**src/rtl/core/a2c_pkg.sv**
```systemverilog
// Package: payload types, sequencer states and the GB schedule for the compression core.
`default_nettype none
package a2c_pkg;

    localparam int unsigned Words     = 128;
    localparam int unsigned AddrW     = 7;

    typedef struct packed {
        logic [63:0] x_word;
        logic [63:0] y_word;
    } in_item_t;

    typedef struct packed {
        logic [63:0] out_word_even;
        logic [63:0] out_word_odd;
        logic        last_pair;
    } out_item_t;

    // Sequencer states
    typedef enum logic [3:0] {
        ST_LOAD,
        ST_RD_A,
        ST_RD_B,
        ST_RD_C,
        ST_RD_D,
        ST_CAP_D,
        ST_HALF1,
        ST_HALF2,
        ST_WR_A,
        ST_WR_B,
        ST_WR_C,
        ST_WR_D,
        ST_EMIT_RD,
        ST_EMIT_RD2,
        ST_EMIT_OUT
    } seq_state_t;

    // Control from sequencer to datapath
    typedef struct packed {
        logic             mem_we;
        logic [AddrW-1:0] mem_addr;
        logic [1:0]       cap_sel;
        logic             cap_en;
        logic             half1;
        logic             half2;
        logic [1:0]       wr_sel;
        logic             load;
    } ctl_t;

    function automatic logic [63:0] rotr(input logic [63:0] w, input int unsigned s);
        rotr = (w >> s) | (w << (64 - s));
    endfunction

    // Local index (0..15) of quad member m (0=a..3=d) of GB number g (0..7)
    function automatic logic [3:0] quad_idx(input logic [2:0] g, input logic [1:0] m);
        logic [3:0] base;
        base = {2'b00, g[1:0]};
        if (!g[2])
            quad_idx = base + {m, 2'b00};
        else
            unique case (m)
                2'd0: quad_idx = base;
                2'd1: quad_idx = 4'd4 + {2'b00, (g[1:0] + 2'd1)};
                2'd2: quad_idx = 4'd8 + {2'b00, (g[1:0] + 2'd2)};
                default: quad_idx = 4'd12 + {2'b00, (g[1:0] + 2'd3)};
            endcase
    endfunction

    // Map local index within row or column group to a word address
    function automatic logic [AddrW-1:0] word_addr(input logic col, input logic [2:0] grp,
                                                   input logic [3:0] li);
        if (!col)
            word_addr = {grp, li};
        else
            word_addr = {li[3:1], grp, li[0]};
    endfunction

endpackage
`default_nettype wire

```
**src/rtl/core/a2c_seq.sv**
```systemverilog
// Sequencer: load, row/column GB schedule and emit over the word memories.
`default_nettype none
module a2c_seq (
    input  wire logic            clk,
    input  wire logic            rst_n,
    input  wire logic            in_valid,
    output logic                 in_ready,
    output logic                 out_valid,
    input  wire logic            out_ready,
    output logic                 out_last,
    output a2c_pkg::ctl_t        ctl,
    output logic                 emit_cap_even
);
    a2c_pkg::seq_state_t state_reg, state_next;
    logic [6:0] cnt_reg, cnt_next;    // load position or emit pair
    logic       col_reg, col_next;    // column pass
    logic [2:0] grp_reg, grp_next;    // row or column group
    logic [2:0] gb_reg, gb_next;      // GB within P
    logic [1:0] hcnt_reg, hcnt_next;  // half-round counter

    logic [6:0] qaddr [4];

    always_comb
    begin
        for (int m = 0; m < 4; m++)
            qaddr[m] = a2c_pkg::word_addr(col_reg, grp_reg,
                                          a2c_pkg::quad_idx(gb_reg, m[1:0]));
    end

    // Next state
    always_comb
    begin
        state_next = state_reg;
        cnt_next   = cnt_reg;
        col_next   = col_reg;
        grp_next   = grp_reg;
        gb_next    = gb_reg;
        hcnt_next  = hcnt_reg;
        unique case (state_reg)
            a2c_pkg::ST_LOAD:
                if (in_valid)
                begin
                    cnt_next = cnt_reg + 7'd1;
                    if (cnt_reg == 7'd127)
                    begin
                        state_next = a2c_pkg::ST_RD_A;
                        col_next = 1'b0; grp_next = 3'd0; gb_next = 3'd0;
                    end
                end
            a2c_pkg::ST_RD_A: state_next = a2c_pkg::ST_RD_B;
            a2c_pkg::ST_RD_B: state_next = a2c_pkg::ST_RD_C;
            a2c_pkg::ST_RD_C: state_next = a2c_pkg::ST_RD_D;
            a2c_pkg::ST_RD_D: state_next = a2c_pkg::ST_CAP_D;
            a2c_pkg::ST_CAP_D:
            begin
                state_next = a2c_pkg::ST_HALF1;
                hcnt_next = 2'd0;
            end
            a2c_pkg::ST_HALF1: state_next = a2c_pkg::ST_HALF2;
            a2c_pkg::ST_HALF2:
            begin
                hcnt_next = hcnt_reg + 2'd1;
                state_next = (hcnt_reg == 2'd3) ? a2c_pkg::ST_WR_A : a2c_pkg::ST_HALF1;
            end
            a2c_pkg::ST_WR_A: state_next = a2c_pkg::ST_WR_B;
            a2c_pkg::ST_WR_B: state_next = a2c_pkg::ST_WR_C;
            a2c_pkg::ST_WR_C: state_next = a2c_pkg::ST_WR_D;
            a2c_pkg::ST_WR_D:
            begin
                state_next = a2c_pkg::ST_RD_A;
                gb_next = gb_reg + 3'd1;
                if (gb_reg == 3'd7)
                begin
                    grp_next = grp_reg + 3'd1;
                    if (grp_reg == 3'd7)
                    begin
                        col_next = 1'b1;
                        if (col_reg)
                        begin
                            state_next = a2c_pkg::ST_EMIT_RD;
                            cnt_next = 7'd0;
                        end
                    end
                end
            end
            a2c_pkg::ST_EMIT_RD:  state_next = a2c_pkg::ST_EMIT_RD2;
            a2c_pkg::ST_EMIT_RD2: state_next = a2c_pkg::ST_EMIT_OUT;
            a2c_pkg::ST_EMIT_OUT:
                if (out_ready)
                begin
                    cnt_next = cnt_reg + 7'd1;
                    state_next = (cnt_reg == 7'd63) ? a2c_pkg::ST_LOAD : a2c_pkg::ST_EMIT_RD;
                    if (cnt_reg == 7'd63)
                        cnt_next = 7'd0;
                end
            default: state_next = a2c_pkg::ST_LOAD;
        endcase
    end

    // Outputs
    always_comb
    begin
        ctl = '0;
        in_ready = 1'b0;
        out_valid = 1'b0;
        out_last = (cnt_reg == 7'd63);
        emit_cap_even = 1'b0;
        unique case (state_reg)
            a2c_pkg::ST_LOAD:
            begin
                in_ready = 1'b1;
                ctl.load = 1'b1;
                ctl.mem_addr = cnt_reg;
                ctl.mem_we = in_valid;
            end
            a2c_pkg::ST_RD_A: ctl.mem_addr = qaddr[0];
            a2c_pkg::ST_RD_B:
            begin
                ctl.mem_addr = qaddr[1];
                ctl.cap_en = 1'b1; ctl.cap_sel = 2'd0;
            end
            a2c_pkg::ST_RD_C:
            begin
                ctl.mem_addr = qaddr[2];
                ctl.cap_en = 1'b1; ctl.cap_sel = 2'd1;
            end
            a2c_pkg::ST_RD_D:
            begin
                ctl.mem_addr = qaddr[3];
                ctl.cap_en = 1'b1; ctl.cap_sel = 2'd2;
            end
            // d word arrives in the cycle after its read
            a2c_pkg::ST_CAP_D:
            begin
                ctl.cap_en = 1'b1; ctl.cap_sel = 2'd3;
            end
            a2c_pkg::ST_HALF1: ctl.half1 = 1'b1;
            a2c_pkg::ST_HALF2: ctl.half2 = 1'b1;
            a2c_pkg::ST_WR_A:
            begin
                ctl.mem_we = 1'b1; ctl.mem_addr = qaddr[0]; ctl.wr_sel = 2'd0;
            end
            a2c_pkg::ST_WR_B:
            begin
                ctl.mem_we = 1'b1; ctl.mem_addr = qaddr[1]; ctl.wr_sel = 2'd1;
            end
            a2c_pkg::ST_WR_C:
            begin
                ctl.mem_we = 1'b1; ctl.mem_addr = qaddr[2]; ctl.wr_sel = 2'd2;
            end
            a2c_pkg::ST_WR_D:
            begin
                ctl.mem_we = 1'b1; ctl.mem_addr = qaddr[3]; ctl.wr_sel = 2'd3;
            end
            a2c_pkg::ST_EMIT_RD: ctl.mem_addr = {cnt_reg[5:0], 1'b0};
            a2c_pkg::ST_EMIT_RD2:
            begin
                ctl.mem_addr = {cnt_reg[5:0], 1'b1};
                emit_cap_even = 1'b1;
            end
            // keep rereading the odd word so it holds while the transaction waits
            a2c_pkg::ST_EMIT_OUT:
            begin
                out_valid = 1'b1;
                ctl.mem_addr = {cnt_reg[5:0], 1'b1};
            end
            default: ;
        endcase
    end

    always_ff @(posedge clk or negedge rst_n)
    begin
        if (!rst_n)
        begin
            state_reg <= a2c_pkg::ST_LOAD;
            cnt_reg   <= '0;
            col_reg   <= 1'b0;
            grp_reg   <= '0;
            gb_reg    <= '0;
            hcnt_reg  <= '0;
        end
        else
        begin
            state_reg <= state_next;
            cnt_reg   <= cnt_next;
            col_reg   <= col_next;
            grp_reg   <= grp_next;
            gb_reg    <= gb_next;
            hcnt_reg  <= hcnt_next;
        end
    end
endmodule
`default_nettype wire

```
**config.mk**
```make
export PLATFORM = sky130hd
export DESIGN_NAME = a2c_seq
export DESIGN_NICKNAME = d
export VERILOG_FILES = /design/src/rtl/core/a2c_pkg.sv /design/src/rtl/core/a2c_seq.sv
export SDC_FILE = /design/constraint.sdc
export NUM_CORES = 1
export LEC_CHECK = 0
export BUFFER_PORTS_ARGS = -buffer_cell sky130_fd_sc_hd__buf_2
export CAP_MARGIN = 20
export CELL_PAD_IN_SITES_DETAIL_PLACEMENT = 1
export CELL_PAD_IN_SITES_GLOBAL_PLACEMENT = 1
export CORE_MARGIN = 3
export CORE_UTILIZATION = 47
export CTS_CLUSTER_DIAMETER = 50
export CTS_CLUSTER_SIZE = 24
export DETAILED_ROUTE_END_ITERATION = 10
export PLACE_DENSITY = 0.93
export SLEW_MARGIN = 25
export SYNTH_ARGS = -nofsm -noshare
export SYNTH_HDL_FRONTEND = slang
export SYNTH_SLANG_ARGS = --single-unit
export TNS_END_PERCENT = 100
```
**constraint.sdc**
```tcl
create_clock -name clk -period 4 [get_ports clk]
set_clock_uncertainty 0.15 [all_clocks]
set_input_delay 0.8 -clock clk [delete_from_list [all_inputs] [get_ports clk]]
set_output_delay 0.8 -clock clk [all_outputs]
set_load 0.01 [all_outputs]
```
After elaboration in Yosys (flattened, before gate mapping):

Cells that the tools add are included.

* flip-flop bits (word level): 20
* input bits: 4
* output and inout port bits: 20
* word-level logic and storage cells: 102

* $add $sub $neg: 13
* eq/ne operators: 25
* muxes and demuxes: 43
* reductions and logical operators: 15

Operator list (number)
* 7-bit 2-to-1 mux: 10
* 4-bit one-hot mux with 15 select lines: 1
* 7-bit one-hot mux with 7 select lines: 1
* 4-bit 2-to-1 mux: 11
* 4-bit equality test (second input constant): 7
* 7-bit one-hot mux with 3 select lines: 1
* 4-bit by 3-bit equality test with 1-bit output (second input constant): 4
* 2-bit inequality test (second input constant): 6
* 3-bit one-hot mux with 2 select lines: 2
* 3-bit one-hot mux with 4 select lines: 1
* 2-bit OR reduction: 5
* 1-bit 2-to-1 mux: 9
* 3-bit 2-to-1 mux: 3
* 4-bit by 2-bit equality test with 1-bit output (second input constant): 2
* 7-bit by 1-bit adder with 7-bit output (second input constant): 1
* 7-bit by 6-bit equality test with 1-bit output (second input constant): 1
* 7-bit equality test (second input constant): 1
* 3-bit by 1-bit adder with 3-bit output (second input constant): 2
* 3-bit equality test (second input constant): 2
* 2-bit one-hot mux with 3 select lines: 1
* 3-bit AND reduction: 2
* 6-bit AND reduction: 1
* 5-bit AND reduction: 1
* 2-bit by 1-bit adder with 2-bit output (second input constant): 2
* 16 further kinds: 19

Depth between registers and ports, before layout:

* depth after elaboration: 5
* depth in mapped cells: 7
* gate-level depth less buffers: 6

Least setup slack after synthesis:

Ideal clock, no wire load.

* path type: register to output
* start point: reg gb_reg[1]
* end point: out ctl[12] (netlist bit)
* arrival: 1835 ps
* data required time: 3050 ps
* setup slack: 1215 ps
* stages on the path, launching flop included: 7
* buffers on the path: 1
* path through: dfrtp_1 > ha_1 > buf_1 > xnor2_1 > o22a_1 > o221ai_1 > a2111o_1

RTL lines
* start: declaration: line a2c_seq.sv:18 `logic [2:0] gb_reg, gb_next;`
* start signal: assignment: line a2c_seq.sv:188 `gb_reg <= gb_next;`
* end: declaration: line a2c_seq.sv:11 `output a2c_pkg::ctl_t ctl,`

==> results.yml <==
status:
  outcome: "finished, final reports clean"
cts:
  cts_buffers: 3
  clock-sinks: 20
  cts_tree: "done"
  cts_clk_pin_slew_worst_paths_ns: 0.08
  clk_latency_ns: 0.26
  cts_max_path_bufs: 2
  cts_setup_buffers: 0
  clk_root_buffer_cell: "sky130_fd_sc_hd__clkbuf_8"
  post_cts.resized_instances: 0
  holdBufCountCts: 0
  htreeDepth: 1
setup_path:
  endpoint: "ctl[12]"
  critical_path_at_ns: 2.43
  slowest_delay_ns: 0.59
  critPathLaunch: "state_reg[3]"
  timing.rr.end: "grp_reg[0]"
  regToRegStartpoint: "state_reg[3]"
  crit_path_top_delay_cell: "sky130_fd_sc_hd__nor4_4"
  worst_setup_path_end_kind: "output port"
  critical_path.startpoint_type: "register"
  timing.critical_path.cells: "buf_4 > nor4_4 > nor4b_1 > a2111o_1 > buf_2"
  worstSetupPathType: "register to output port"
  cp_data_required_time_ns: 3.05
  reg2reg_depth: 6
  timing.critical_path.fanout_max: 17
  setup.reg_to_reg.worst_slack_ns: 1.33
yosys:
  synth_top_cells_by_area: "sky130_fd_sc_hd__dfrtp_1, sky130_fd_sc_hd__a21oi_1, sky130_fd_sc_hd__nor2_1"
  synth-warning-count: 0
  synthArstFlopShare_pct: 100.0
  portion_of_the_post_synthesis_area_used_by_sequential_elements_pct: 27.23
  ys_seq_elements: 20
  post_synth_instance_area_sq_um: 1838
  synth-edff-count: 0
  synth-main-ff-cell: "sky130_fd_sc_hd__dfrtp_1"
  synth.avg_cell_area_sq_um: 8.242
  proportion_of_netlist_area_held_by_the_largest_area_contributor_pct: 27.23
  yosysTopAreaCell: "sky130_fd_sc_hd__dfrtp_1"
  syn_inst: 223
  synth.net_count: 233
  synth.distinct_cells: 59
cells_and_area:
  area_growth_pct: 9.122
  drive_gt1_share_pct: 20.34
  fill_cells: 482
  antennaDiodeCount: 0
  largest_reg_flops: 7
  utilization_pct: 53.97
  layout.nets: 247
pwr:
  power.leakage_uw: 0.0008682
  vdd_ir_drop_max_v: 0.0002921
  fin_total_pwr_uw: 1269
  power.density_nw_per_um2: 632.6
timing:
  max_freq_ghz: 0.2962
  min_period_over_period_pct: 84.39
  rsz0062_at_grt: "false"
  timing.final.max_slew_violations: 0
  worst_slew_pin_slew_ns: 0.6774
  time_the_final_worst_path_needs_with_i_o_delays_and_setup_ns: 3.376
  setup_tns_ns: 0
  setup_violations: 0
  max-slew-margin-rel_pct: 54.84
  timing_hold_violations_final: 0
job:
  drv.max_cap_violation_count: 0
global_route:
  grt_pass1_wl_mm: 9.128
  grt_pass1_vias: 1810
  grt_max_degree: 32
  antenna_violations_before_repair: 0
  globalRouteOverflowTotal: 0
  globalRouteTotalUtil_pct: 25.91
die:
  die-area_sq_um: 4697
  top_level_ports: 24
  placementRows: 22
  fp.dieH_um: 68.54
  initial_core_util_pct: 49.46
  core_area_sq_um: 3716
  die_width_um: 68.54
detailed_routing:
  detail_route.vias_per_cell: 6.426
  vias: 1825
  firstDrtPassIters: 4
  first_iter_violations: 190
  route.detailed.drc: 0
  drt.antenna.violating_nets: 0
  drt-total-wl_mm: 5.570
  post_drt_wl_per_cell_um: 19.61
place:
  detailedPlacementHpwl_mm: 3.969
  gp_congestion: 0.9132
  numPortBuffers: 23
worst_hold_path:
  hp-class: "input port to asynchronous set/reset pin"
[worst min-delay path by stage]
| stage | start | end | depth (start not counted) |
|---|---|---|---|
| final | rst_n | gb_reg[2] | 1 |
| after CTS | rst_n | state_reg[2] | 1 |
| after global placement | hcnt_reg[1] | hcnt_reg[1] | 2 |
| after floorplan | hcnt_reg[1] | hcnt_reg[1] | 2 |
| after detailed placement | hcnt_reg[0] | hcnt_reg[0] | 2 |
| after global routing | rst_n | cnt_reg[6] | 1 |
[synthesized netlist by cell type, drive strengths merged (3+ instances only)]
library cell and n:
o221ai 3, dfrtp 20, nand3 6, inv 9, nor2 21, a22oi 5, a211o 3, nand2 17
xnor2 3, a22o 8, o31ai 4, mux2 4, mux2i 4, a211oi 5, ha 6, a21oi 16
clkbuf 5, o21a 3, nor3 12, buf 14, nand2b 3, a31oi 3, o21ai 13
[per-layer routing]
| metal | vias to the layer above | GRT usage [%] | wire (um) |
|---|---|---|---|
| li1 | 868 | - | - |
| met3 | 12 | 4.538 | 266 |
| met1 | 900 | 34.31 | 2490 |
| met5 | - | 0 | 0 |
| met4 | 0 | 8.685 | 95 |
| met2 | 45 | 42.43 | 2717 |
[power by group]
group,switching (uW),internal (uW),total [uW]
logic,435,282,717
clock network,71.6,87.6,159
registers,128,264,392
total,635,634,1270
[stage by stage]
step | setup slack [ns] | hold slack [ns] | area [sq um] | instances
global route | 0.5013 | 0.3616 | 2006 | 284
CTS | 0.6621 | 0.3560 | 2006 | 284
global placement | 1.018 | 0.3261 | 1951 | 280
finish | 0.6244 | 0.3399 | 2006 | 284
floorplan | 1.215 | 0.3038 | 1838 | 223
detailed placement | 0.9583 | 0.3623 | 1951 | 280
[cells by family after synthesis]
logic type / Yosys count / share of synthesized area (%)
simple gates: 79 / 23.28
compound gates: 76 / 30.91
fa+ha+maj: 6 / 4.084
buf+inv: 29 / 7.487
flops: 20 / 27.23
xor+xnor: 5 / 2.383
mux: 8 / 4.629
[cells in the final DEF, fill, tap and decap left out, types with 5 or more instances in the layout]
master,netlist,final
sky130_fd_sc_hd__ha_1,6,6
sky130_fd_sc_hd__nand2_1,17,17
sky130_fd_sc_hd__buf_4,4,5
sky130_fd_sc_hd__a22o_1,7,7
sky130_fd_sc_hd__o21ai_0,13,13
sky130_fd_sc_hd__nor2_1,21,21
sky130_fd_sc_hd__nor3_1,12,12
sky130_fd_sc_hd__a21oi_1,16,16
sky130_fd_sc_hd__buf_2,5,23
sky130_fd_sc_hd__nand3_1,6,6
sky130_fd_sc_hd__inv_1,9,9
sky130_fd_sc_hd__a22oi_1,5,5
sky130_fd_sc_hd__dfrtp_1,20,20
[worst max-delay path: cells and delay by family, from the launching register on]
family	cells	cell delay [ns]
flip-flops	1	0.57
buffers and inverters	2	0.43
AO/OA/AOI/OAI	1	0.43
AND/OR/NAND/NOR	2	0.75
[area by class of cell]
class | instances | area [sq um] | share of cell area (%)
Timing Repair Buffer | 28 | 152.6 | 7.611
Multi-Input combinational cell | 174 | 1200 | 59.83
Inverter | 10 | 37.54 | 1.871
Sequential cell | 20 | 500.5 | 24.95
Tap cell | 48 | 60.06 | 2.994
Clock buffer | 4 | 55.05 | 2.745
Note: power is estimated with default switching activity, not from simulation.
